## src/design/cbpg_pkg.sv

```systemverilog
`default_nettype none

package cbpg_pkg;

  localparam int unsigned COORD_W     = 16;
  localparam int unsigned IDX_W       = 6;
  localparam int unsigned T_W         = 17;
  localparam int unsigned IN_TDATA_W  = 136;
  localparam int unsigned OUT_TDATA_W = 40;

  localparam int unsigned MAX_SEGMENTS_DEF = 63;
  localparam int unsigned QUEUE_DEPTH_DEF  = 2;

  typedef struct packed {
    logic [IDX_W-1:0]              segs;
    logic [3:0][COORD_W-1:0]       cy;
    logic [3:0][COORD_W-1:0]       cx;
  } curve_t;

endpackage

`default_nettype wire

```

## src/design/cubic_bezier_point_generator.sv

```systemverilog
// channel   dir  handshake                    payload
// s_axis    in   s_axis_tvalid/s_axis_tready  tdata: control points, segment count
// m_axis    out  m_axis_tvalid/m_axis_tready  tdata: point, index; tlast: last point
//
// Each point runs a bit-serial divide that forms t, then twelve lerps, each a
// difference, multiply and add step, on the one shared 17x17 multiplier, then
// an output step that loads the output register.
// Reset clears all control state at once; no clearing pass. The front register
// and the curve queue take new curves while the back end works, and the back
// end holds in its output step while the output register is not taken.
`default_nettype none

module cubic_bezier_point_generator
  import cbpg_pkg::*;
#(
  parameter int unsigned MAX_SEGMENTS = MAX_SEGMENTS_DEF,
  parameter int unsigned QUEUE_DEPTH  = QUEUE_DEPTH_DEF
) (
  input  wire logic                   clk_i,
  input  wire logic                   rst_ni,
  input  wire logic                   s_axis_tvalid,
  output logic                        s_axis_tready,
  // start_x, start_y, pull_a_x, pull_a_y, pull_b_x, pull_b_y, end_x, end_y,
  // segment_count, zero pad
  input  wire logic [IN_TDATA_W-1:0]  s_axis_tdata,
  output logic                        m_axis_tvalid,
  input  wire logic                   m_axis_tready,
  // point_x, point_y, point_index, zero pad
  output logic [OUT_TDATA_W-1:0]      m_axis_tdata,
  output logic                        m_axis_tlast
);

  logic               f_valid;
  logic               f_ready;
  curve_t             f_data;
  logic               q_valid;
  logic               q_ready;
  curve_t             q_data;
  logic [COORD_W-1:0] px;
  logic [COORD_W-1:0] py;
  logic [IDX_W-1:0]   pidx;

  cbpg_front #(
    .MAX_SEGMENTS (MAX_SEGMENTS)
  ) u_front (
    .clk_i       (clk_i),
    .rst_ni      (rst_ni),
    .in_valid_i  (s_axis_tvalid),
    .in_ready_o  (s_axis_tready),
    .in_data_i   (s_axis_tdata),
    .out_valid_o (f_valid),
    .out_ready_i (f_ready),
    .out_data_o  (f_data)
  );

  cbpg_queue #(
    .DEPTH (QUEUE_DEPTH)
  ) u_queue (
    .clk_i       (clk_i),
    .rst_ni      (rst_ni),
    .in_valid_i  (f_valid),
    .in_ready_o  (f_ready),
    .in_data_i   (f_data),
    .out_valid_o (q_valid),
    .out_ready_i (q_ready),
    .out_data_o  (q_data)
  );

  cbpg_back u_back (
    .clk_i       (clk_i),
    .rst_ni      (rst_ni),
    .in_valid_i  (q_valid),
    .in_ready_o  (q_ready),
    .in_data_i   (q_data),
    .out_valid_o (m_axis_tvalid),
    .out_ready_i (m_axis_tready),
    .out_x_o     (px),
    .out_y_o     (py),
    .out_index_o (pidx),
    .out_last_o  (m_axis_tlast)
  );

  assign m_axis_tdata = {(OUT_TDATA_W - 2*COORD_W - IDX_W)'(0), pidx, py, px};

endmodule

`default_nettype wire

```

## src/design/cbpg_front.sv

```systemverilog
`default_nettype none

module cbpg_front
  import cbpg_pkg::*;
#(
  parameter int unsigned MAX_SEGMENTS = MAX_SEGMENTS_DEF
) (
  input  wire logic                  clk_i,
  input  wire logic                  rst_ni,
  input  wire logic                  in_valid_i,
  output logic                       in_ready_o,
  input  wire logic [IN_TDATA_W-1:0] in_data_i,
  output logic                       out_valid_o,
  input  wire logic                  out_ready_i,
  output curve_t                     out_data_o
);

  logic             valid_q;
  curve_t           data_q;
  curve_t           data_d;
  logic [IDX_W-1:0] count;
  logic [IDX_W-1:0] segs;

  assign count = in_data_i[8*COORD_W +: IDX_W];

  // clamp: zero becomes one, anything above the limit becomes the limit
  always_comb begin
    priority if (count == '0) begin
      segs = IDX_W'(1);
    end else if (count > IDX_W'(MAX_SEGMENTS)) begin
      segs = IDX_W'(MAX_SEGMENTS);
    end else begin
      segs = count;
    end
  end

  always_comb begin
    for (int n = 0; n < 4; n++) begin
      data_d.cx[n] = in_data_i[(2*n)*COORD_W +: COORD_W];
      data_d.cy[n] = in_data_i[(2*n+1)*COORD_W +: COORD_W];
    end
    data_d.segs = segs;
  end

  assign in_ready_o  = !valid_q || out_ready_i;
  assign out_valid_o = valid_q;
  assign out_data_o  = data_q;

  always_ff @(posedge clk_i or negedge rst_ni) begin
    if (!rst_ni) begin
      valid_q <= 1'b0;
      data_q  <= '0;
    end else begin
      if (in_valid_i && in_ready_o) begin
        valid_q <= 1'b1;
        data_q  <= data_d;
      end else if (out_ready_i) begin
        valid_q <= 1'b0;
      end
    end
  end

endmodule

`default_nettype wire

```

## src/design/cbpg_queue.sv

```systemverilog
`default_nettype none

module cbpg_queue
  import cbpg_pkg::*;
#(
  parameter int unsigned DEPTH = QUEUE_DEPTH_DEF
) (
  input  wire logic clk_i,
  input  wire logic rst_ni,
  input  wire logic in_valid_i,
  output logic      in_ready_o,
  input  curve_t    in_data_i,
  output logic      out_valid_o,
  input  wire logic out_ready_i,
  output curve_t    out_data_o
);

  localparam int unsigned PW = (DEPTH > 1) ? $clog2(DEPTH) : 1;
  localparam int unsigned CW = $clog2(DEPTH + 1);

  curve_t        entry_q [DEPTH];
  logic [PW-1:0] wr_ptr_q;
  logic [PW-1:0] rd_ptr_q;
  logic [CW-1:0] cnt_q;
  logic          push;
  logic          pop;

  assign in_ready_o  = cnt_q != CW'(DEPTH);
  assign out_valid_o = cnt_q != '0;
  assign out_data_o  = entry_q[rd_ptr_q];
  assign push        = in_valid_i && in_ready_o;
  assign pop         = out_valid_o && out_ready_i;

  always_ff @(posedge clk_i) begin
    if (push) begin
      entry_q[wr_ptr_q] <= in_data_i;
    end
  end

  always_ff @(posedge clk_i or negedge rst_ni) begin
    if (!rst_ni) begin
      wr_ptr_q <= '0;
      rd_ptr_q <= '0;
      cnt_q    <= '0;
    end else begin
      if (push) begin
        wr_ptr_q <= (wr_ptr_q == PW'(DEPTH - 1)) ? '0 : wr_ptr_q + 1'b1;
      end
      if (pop) begin
        rd_ptr_q <= (rd_ptr_q == PW'(DEPTH - 1)) ? '0 : rd_ptr_q + 1'b1;
      end
      unique case ({push, pop})
        2'b10:   cnt_q <= cnt_q + 1'b1;
        2'b01:   cnt_q <= cnt_q - 1'b1;
        default: cnt_q <= cnt_q;
      endcase
    end
  end

endmodule

`default_nettype wire

```

## src/design/cbpg_back.sv

```systemverilog
`default_nettype none

module cbpg_back
  import cbpg_pkg::*;
(
  input  wire logic                    clk_i,
  input  wire logic                    rst_ni,
  input  wire logic                    in_valid_i,
  output logic                         in_ready_o,
  input  curve_t                       in_data_i,
  output logic                         out_valid_o,
  input  wire logic                    out_ready_i,
  output logic [COORD_W-1:0]           out_x_o,
  output logic [COORD_W-1:0]           out_y_o,
  output logic [IDX_W-1:0]             out_index_o,
  output logic                         out_last_o
);

  localparam int unsigned NUM_W   = IDX_W + 16;
  localparam int unsigned DCNT_W  = $clog2(NUM_W);
  localparam int unsigned STEPS   = 12;
  localparam int unsigned STEP_W  = $clog2(STEPS);
  localparam int unsigned PROD_W  = 2 * T_W;

  typedef enum logic [2:0] {
    S_IDLE,
    S_DIV,
    S_DIFF,
    S_MUL,
    S_ADD,
    S_OUT
  } state_e;

  state_e                   state_q;
  logic [3:0][COORD_W-1:0]  cx_q;
  logic [3:0][COORD_W-1:0]  cy_q;
  logic [3:0][COORD_W-1:0]  wx_q;
  logic [3:0][COORD_W-1:0]  wy_q;
  logic [IDX_W-1:0]         segs_q;
  logic [IDX_W-1:0]         i_q;
  logic [IDX_W-1:0]         rem_q;
  logic [T_W-1:0]           quo_q;
  logic [DCNT_W-1:0]        dcnt_q;
  logic [STEP_W-1:0]        step_q;
  logic [COORD_W-1:0]       a_q;
  logic                     neg_q;
  logic [T_W-1:0]           mag_q;
  logic [PROD_W-1:0]        prod_q;
  logic                     ov_q;
  logic [COORD_W-1:0]       ox_q;
  logic [COORD_W-1:0]       oy_q;
  logic [IDX_W-1:0]         oidx_q;
  logic                     olast_q;

  logic [NUM_W-1:0]   num;
  logic               nbit;
  logic [IDX_W:0]     rem_sh;
  logic               ge;
  logic [IDX_W-1:0]   rem_nx;
  logic               ax;
  logic [STEP_W-1:0]  pos;
  logic [1:0]         k;
  logic [COORD_W-1:0] a_s;
  logic [COORD_W-1:0] b_s;
  logic [T_W-1:0]     diff;
  logic [PROD_W-1:0]  rnd;
  logic [T_W-1:0]     qv;
  logic [T_W:0]       res;
  logic               out_free;
  logic               is_last;

  // restoring division of i * 65536 by the segment count, one bit per cycle
  assign num    = {i_q, 16'd0};
  assign nbit   = num[DCNT_W'(NUM_W - 1) - dcnt_q];
  assign rem_sh = {rem_q, nbit};
  assign ge     = rem_sh >= {1'b0, segs_q};
  assign rem_nx = ge ? IDX_W'(rem_sh - {1'b0, segs_q}) : rem_sh[IDX_W-1:0];

  // lerp order per axis, in place: k = 0,1,2 then 0,1 then 0
  assign ax  = step_q >= STEP_W'(STEPS / 2);
  assign pos = ax ? step_q - STEP_W'(STEPS / 2) : step_q;

  always_comb begin
    unique case (pos)
      STEP_W'(1), STEP_W'(4): k = 2'd1;
      STEP_W'(2):             k = 2'd2;
      default:                k = 2'd0;
    endcase
  end

  always_comb begin
    unique case (k)
      2'd1: begin
        a_s = ax ? wy_q[1] : wx_q[1];
        b_s = ax ? wy_q[2] : wx_q[2];
      end
      2'd2: begin
        a_s = ax ? wy_q[2] : wx_q[2];
        b_s = ax ? wy_q[3] : wx_q[3];
      end
      default: begin
        a_s = ax ? wy_q[0] : wx_q[0];
        b_s = ax ? wy_q[1] : wx_q[1];
      end
    endcase
  end

  assign diff = {b_s[COORD_W-1], b_s} - {a_s[COORD_W-1], a_s};
  assign rnd  = prod_q + PROD_W'(32768);
  assign qv   = rnd[16 +: T_W];
  assign res  = neg_q ? {{2{a_q[COORD_W-1]}}, a_q} - {1'b0, qv}
                      : {{2{a_q[COORD_W-1]}}, a_q} + {1'b0, qv};

  assign out_free = !ov_q || out_ready_i;
  assign is_last  = i_q == segs_q;

  assign in_ready_o  = state_q == S_IDLE;
  assign out_valid_o = ov_q;
  assign out_x_o     = ox_q;
  assign out_y_o     = oy_q;
  assign out_index_o = oidx_q;
  assign out_last_o  = olast_q;

  always_ff @(posedge clk_i or negedge rst_ni) begin
    if (!rst_ni) begin
      state_q <= S_IDLE;
      cx_q    <= '0;
      cy_q    <= '0;
      wx_q    <= '0;
      wy_q    <= '0;
      segs_q  <= '0;
      i_q     <= '0;
      rem_q   <= '0;
      quo_q   <= '0;
      dcnt_q  <= '0;
      step_q  <= '0;
      a_q     <= '0;
      neg_q   <= 1'b0;
      mag_q   <= '0;
      prod_q  <= '0;
      ov_q    <= 1'b0;
      ox_q    <= '0;
      oy_q    <= '0;
      oidx_q  <= '0;
      olast_q <= 1'b0;
    end else begin
      if (ov_q && out_ready_i && state_q != S_OUT) begin
        ov_q <= 1'b0;
      end
      unique case (state_q)
        S_IDLE: begin
          if (in_valid_i) begin
            cx_q    <= in_data_i.cx;
            cy_q    <= in_data_i.cy;
            segs_q  <= in_data_i.segs;
            i_q     <= '0;
            rem_q   <= '0;
            quo_q   <= '0;
            dcnt_q  <= '0;
            state_q <= S_DIV;
          end
        end
        S_DIV: begin
          rem_q  <= rem_nx;
          quo_q  <= {quo_q[T_W-2:0], ge};
          dcnt_q <= dcnt_q + 1'b1;
          if (dcnt_q == DCNT_W'(NUM_W - 1)) begin
            wx_q    <= cx_q;
            wy_q    <= cy_q;
            step_q  <= '0;
            state_q <= S_DIFF;
          end
        end
        S_DIFF: begin
          a_q     <= a_s;
          neg_q   <= diff[T_W-1];
          mag_q   <= diff[T_W-1] ? T_W'(-diff) : diff;
          state_q <= S_MUL;
        end
        S_MUL: begin
          prod_q  <= PROD_W'(mag_q) * PROD_W'(quo_q);
          state_q <= S_ADD;
        end
        S_ADD: begin
          if (ax) begin
            wy_q[k] <= res[COORD_W-1:0];
          end else begin
            wx_q[k] <= res[COORD_W-1:0];
          end
          step_q <= step_q + 1'b1;
          if (step_q == STEP_W'(STEPS - 1)) begin
            state_q <= S_OUT;
          end else begin
            state_q <= S_DIFF;
          end
        end
        S_OUT: begin
          if (out_free) begin
            ov_q    <= 1'b1;
            ox_q    <= wx_q[0];
            oy_q    <= wy_q[0];
            oidx_q  <= i_q;
            olast_q <= is_last;
            if (is_last) begin
              state_q <= S_IDLE;
            end else begin
              i_q     <= i_q + 1'b1;
              rem_q   <= '0;
              quo_q   <= '0;
              dcnt_q  <= '0;
              state_q <= S_DIV;
            end
          end
        end
        default: state_q <= S_IDLE;
      endcase
    end
  end

endmodule

`default_nettype wire
```

## config.mk

```make
export PLATFORM = sky130hd
export DESIGN_NAME = cubic_bezier_point_generator
export DESIGN_NICKNAME = d
export VERILOG_FILES = /design/src/design/cbpg_pkg.sv /design/src/design/cubic_bezier_point_generator.sv /design/src/design/cbpg_front.sv /design/src/design/cbpg_queue.sv /design/src/design/cbpg_back.sv
export SDC_FILE = /design/constraint.sdc
export NUM_CORES = 2
export LEC_CHECK = 0
export ABC_AREA = 1
export BUFFER_PORTS_ARGS = -buffer_cell sky130_fd_sc_hd__buf_2
export CAP_MARGIN = 10
export CORE_MARGIN = 2
export CORE_UTILIZATION = 45
export DETAILED_ROUTE_END_ITERATION = 7
export PLACE_DENSITY = 0.75
export SLEW_MARGIN = 20
export SYNTH_ARGS = -nofsm -noshare
export SYNTH_HDL_FRONTEND = slang
export SYNTH_HIERARCHICAL = 1
export SYNTH_SLANG_ARGS = --single-unit
```

## constraint.sdc

```tcl
create_clock -name clk_i -period 6.25 [get_ports clk_i]
set_input_delay 0.9375 -clock clk_i [delete_from_list [all_inputs] [get_ports clk_i]]
set_output_delay 0.9375 -clock clk_i [all_outputs]
set_load 0.1 [all_outputs]
```

### Word-level counts from Yosys, hierarchy flattened

Memories as Yosys holds them, arrays and structs flattened. A register that Yosys moved wholly into a read port is not among the register bits.
Index checks and enable logic that the tools add are counted.

* add/subtract/negate cells: 15
* multiply operators: 1
* divide/modulo/power cells: 0
* order comparisons: 6
* equal/unequal tests: 23
* shift operators: 0
* multiplexer cells: 58
* bitwise gates (word level): 0
* reductions and logical operators: 28

Operators with widths (count)
* 64-bit two-way mux: 4
* 64-bit one-hot mux with 2 select lines: 2
* 64-bit bitwise mux: 2
* 16-bit two-way mux: 6
* 17-bit two-way mux: 4
* 16-bit one-hot mux with 2 select lines: 2
* 17-bit one-hot mux with 3 select lines: 1
* 6-bit two-way mux: 8
* 32-bit by 16-bit adder with 32-bit output (second input constant): 1
* 16-bit demux with 2-bit select: 1
* 17-bit by 17-bit multiplier with 32-bit output: 1
* 3-bit one-hot mux with 6 select lines: 1
* 6-bit one-hot mux with 3 select lines: 1
* 17-bit negation: 1
* 16-bit by 16-bit subtractor with 17-bit output: 1
* 16-bit adder: 1
* 16-bit subtractor: 1
* 5-bit two-way mux: 3
* 5-bit one-hot mux with 3 select lines: 1
* 3-bit two-way mux: 4
* 6-bit one-hot mux with 2 select lines: 1
* 1-bit two-way mux: 11
* 2-bit nonzero test: 5
* 3-bit AND reduction: 3
* 42 further kinds: 65

* flip-flop bits (word level): 414
* bits in latches: 0
* bits in writable memories: 268
* ROM bits: 0
* bits of input ports: 140
* output and inout bits: 43
* logic and storage cells: 168
* memories: 1

Memory list
* u_queue.entry_q: depth 2, width 134, read ports 1, clocked after Yosys merged registers in 1, wr ports 1, RTL line cbpg_queue.sv:21 `curve_t entry_q [DEPTH];`

### Logic depth before layout (Yosys ltp)

* depth after elaboration: 12
* depth in mapped cells: 38
* mapped depth without buffers: 33

### Cells and area by module

The synthesis kept the hierarchy.

Modules (own cells, without submodules)
* cbpg_back: times used 1, cells each 3924, area an instance 30146.4 µm²
* cbpg_queue: times used 1, cells each 729, area an instance 9968.3 µm²
* cbpg_front: times used 1, cells each 591, area an instance 5348.9 µm²
* cubic_bezier_point_generator: times used 1, cells each 3, area an instance 18.8 µm²

### Worst setup path before layout

OpenSTA, ideal clock, no wires.

* kind: reg2reg
* from: register u_queue.cnt_q[0]
* to: memory u_queue/entry_q[1][0] (netlist bit), enable pin
* library setup time: 0.630 ns
* data arrival time: 6.194 ns
* required time: 5.620 ns
* slack: -0.574 ns
* cell stages (with the launch flop): 5
* path buffers: 0
* clock period less this slack: 6.824 ns
* path through: dfrtp_1 -> inv_1 -> nand2_1 -> nand2_1 -> nor2_1

* word-level cells in the longest chain between the ends: 4

Ends and longest elaborated chain
* start: declaration: RTL line cbpg_queue.sv:24 `logic [CW-1:0] cnt_q;`
* start signal: assignment: RTL line cbpg_queue.sv:53 `2'b10: cnt_q <= cnt_q + 1'b1;`
* start signal: assignment: RTL line cbpg_queue.sv:54 `2'b01: cnt_q <= cnt_q - 1'b1;`
* start signal: assignment: RTL line cbpg_queue.sv:55 `default: cnt_q <= cnt_q;`
* 2-bit != test: RTL line cbpg_queue.sv:28 `assign in_ready_o = cnt_q != CW'(DEPTH);`
* net f_ready: RTL line cubic_bezier_point_generator.sv:34 `logic f_ready;`
* 1-bit logical AND: RTL line cbpg_queue.sv:31 `assign push = in_valid_i && in_ready_o;`
* 1-bit two-way mux: RTL line cbpg_queue.sv:35 `if (push) begin`
* 1-bit two-way mux (implied by the code): RTL line cbpg_queue.sv:36 `entry_q[wr_ptr_q] <= in_data_i;`
* end: declaration: RTL line cbpg_queue.sv:21

The timed path passes the listed nets, and every way through them passes these cells.

### Worst setup path in the final report

* from: register u_back.mag_q[7]
* to: register u_back.prod_q[26]

* word-level cells in the longest chain between the ends: 1

Ends and longest elaborated chain
* start: declaration: RTL line cbpg_back.sv:47 `logic [T_W-1:0] mag_q;`
* start signal: assignment: RTL line cbpg_back.sv:177 `mag_q <= diff[T_W-1] ? T_W'(-diff) : diff;`
* 17-bit by 17-bit multiplier with 32-bit output: RTL line cbpg_back.sv:181 `prod_q <= PROD_W'(mag_q) * PROD_W'(quo_q);`
* end signal: assignment: RTL line cbpg_back.sv:181
* end: declaration: RTL line cbpg_back.sv:48 `logic [PROD_W-1:0] prod_q;`

Every way passes these cells.
A chain may end at the register's enable or synchronous reset.

==> impl_metrics.env <==
export IMPL_run_status="finished, final reports clean"
export IMPL_cts_sinks=801
export IMPL_post_dp_hpwl_mm=83.5
export IMPL_path_class="reg2reg"
export IMPL_fin_crit_ps=5910
export IMPL_grt_busiest_layer="met2"
export IMPL_worstReg2RegStart="u_back/mag_q[7]"
export IMPL_hold_buffers=0
export IMPL_syn_avg_cell_area_um2=8.67
export IMPL_fmax_mhz=169
export IMPL_via_per_inst=5.18
export IMPL_drtIter0Drc=2757
export IMPL_gr_usage_met1=0.296
export IMPL_slew_limit_headroom=0.185
export IMPL_grt_pass1_wl_mm=184
export IMPL_grt_pass1_vias=34100
export IMPL_worstReg2RegEnd="u_back/prod_q[26]"
export IMPL_insertion_delay_ps=660
export IMPL_synth_area_leaders="dfrtp_1 29%, edfxtp_1 18%, nand2_1 16%"
export IMPL_crit_buf_inv=5
export IMPL_cp_common_cell="fa_1"
export IMPL_cts_inserted_buffers=80
export IMPL_synth_seq_area_share=0.470
export IMPL_synth_seq_cells=801
export IMPL_synth_edff_count=268
export IMPL_mostFrequentLayoutCells="1942 x nand2_1, 687 x inv_1, 532 x dfrtp_1"
export IMPL_placed_cell_area_um2=47400
export IMPL_clock_skew_final_ps=55.5
export IMPL_fp_dieW_um=322
export IMPL_drc=0
export IMPL_crit_path_max_incr_delay_ps=580
export IMPL_synth_main_ff_cell="dfrtp_1"
export IMPL_reg2regPathDepth=22
export IMPL_die_area_um2=104000
export IMPL_ioPinCount=183
export IMPL_synth_top_area_cell="dfrtp_1"
export IMPL_drive_gt1_frac=0.0811
export IMPL_fin_nets=5833
export IMPL_htree_levels=3
export IMPL_yosysWarnings=6
export IMPL_start_util=0.454
export IMPL_syn_cell_area_um2=45500
export IMPL_holdWs_ps=234
export IMPL_antenna_found_initial=3
export IMPL_clk_pin_slew_ps=70
export IMPL_finalCritPeriodShare=0.946
export IMPL_dr_pass1_iters=6
export IMPL_final_core_util=0.501
export IMPL_core_area_um2=100000
export IMPL_path_delay_family="adder cells"
export IMPL_grtUsageMet3=0.0258
export IMPL_wl_per_cell_um=17.1
export IMPL_cts_root_buffer="clkbuf_16"
export IMPL_crit_chain="nand2_1 -> fa_1 -> inv_1 -> fa_1 -> inv_1 -> fa_1 -> inv_1 -> fa_1 -> fa_1 -> inv_1 -> fa_1 -> inv_1 -> ha_1 -> nand2_1 -> a21oi_1 -> nor2_1 -> o21ai_0 -> a211oi_1 -> nand2_1 -> or2_2 -> nand3_1 -> o21ai_0"
export IMPL_end_kind="flop"
export IMPL_rows=116
export IMPL_crit_path_start_kind="flop"
export IMPL_routed_via_count=34600
export IMPL_numPortBuffers=178
export IMPL_setup_violations=0
export IMPL_startpoint="u_back/mag_q[7]"
export IMPL_slew_violations=0
export IMPL_cp_required_ps=6760
export IMPL_synth_async_reset_ratio=0.665
export IMPL_slowest_stage="dfrtp_1"
export IMPL_cap_viol_max_count=0
export IMPL_syn2layout_area_growth_pct=10.3
export IMPL_cp_arrival_ps=6430
export IMPL_synth_cell_types=61
export IMPL_die_h_um=322
export IMPL_routed_wl_mm=114
export IMPL_grt_max_degree=157
export IMPL_ff2ff_setup_slack_ps=340
export IMPL_synth_top_area_share=0.293
export IMPL_hold_class="in2async"
export IMPL_worst_pin_slew_ps=1210
export IMPL_finalHoldViolations=0
export IMPL_met2_usage=0.375
export IMPL_grtUsageTotal=0.223
export IMPL_cts_max_path_buffers=3
export IMPL_fin_area_um2=50200
export IMPL_netlist_instances=5247
export IMPL_grt_overflow_total=0
export IMPL_path_max_fanout=9
export IMPL_layout_commonest_cell="nand2_1"
export IMPL_postRouteAntennaNets=0
export IMPL_cts_tree="built"
export IMPL_gp_congestion=0.949
-- kinds of logic (layout without fill, tap and decap cells) --
| family | after synthesis | count (layout) | share of synthesized area |
|---|---|---|---|
| compound gates | 621 | 621 | 0.0793 |
| xor+xnor | 56 | 56 | 0.0109 |
| fa+ha+maj | 372 | 372 | 0.139 |
| buf+inv | 961 | 1100 | 0.0852 |
| flops | 801 | 801 | 0.470 |
| mux | 9 | 9 | 0.00220 |
| other cells | 1 | 4 | 0.0000824 |
| simple gates | 2426 | 2426 | 0.213 |
-- worst reg2reg max path: stages, from the launching register on --
cell      delay (ps)
dfrtp_1          580
nand2_1          150
fa_1             560
inv_1             60
fa_1             500
inv_1             50
fa_1             540
inv_1             60
fa_1             500
fa_1             570
inv_1             60
fa_1             540
inv_1             40
ha_1             360
nand2_1          120
a21oi_1           70
nor2_1           160
o21ai_0          120
a211oi_1         230
nand2_1          100
or2_2            280
nand3_1           80
o21ai_0           80
-- layer usage --
metal | wire, µm | vias up
li1 | - | 16700
met1 | 48300 | 16700
met2 | 55800 | 1000
met3 | 5900 | 225
met4 | 4230 | 0
met5 | 0 | -
-- timing repair --
item	in CTS	in global routing
gates resized for setup	0	1
setup endpoints to repair	0	1
buffers inserted	0	0
-- registers in the layout, summed over array words and instances, names as in the netlist, 17 cells and up --
register / count
u_back/mag_q: 17
u_front/out_data_o: 134
u_back/prod_q: 17
u_back/quo_q: 17
u_back/wy_q: 64
u_queue/entry_q: 268
u_back/cx_q: 64
u_back/cy_q: 64
u_back/wx_q: 64
-- worst max path at each step --
stage | to | depth (start not counted)
2_1_floorplan | u_back/prod_q[26] | 24
3_3_place_gp | u_back/prod_q[30] | 22
3_5_place_dp | u_back/prod_q[26] | 22
4_1_cts | u_back/prod_q[26] | 22
5_1_grt | u_back/prod_q[30] | 22
6_report | u_back/prod_q[26] | 22
-- layout make-up --
type,instances,area (µm²)
Multi-Input combinational cell,3486,20300
Antenna cell,2,5.00
Tap cell,1298,1620
Inverter,700,2630
Clock buffer,105,2220
Clock inverter,43,499
Fill cell,9158,50000
Timing Repair Buffer,252,1530
Sequential cell,801,21400
-- cell usage after synthesis (31+ instances only) --
master,count
o21ai_0,206
ha_1,148
buf_2,72
nor2_1,146
o22ai_1,43
clkbuf_1,138
nand3_1,244
fa_1,224
a21oi_1,218
a22oi_1,40
buf_4,31
edfxtp_1,268
nand2_1,1945
dfrtp_1,533
inv_1,688
-- stage by stage --
step	TNS, ps	instances	worst slack [ps]
5_1_grt	-0.534	6685	-0.534
3_3_place_gp	0	6537	382
2_1_floorplan	0	5248	527
6_report	0	6687	339
4_1_cts	0	6685	330
3_5_place_dp	0	6537	348
Power is not shown: default switching activity piles up to over one toggle a cycle in this logic, so the estimate is an artifact.
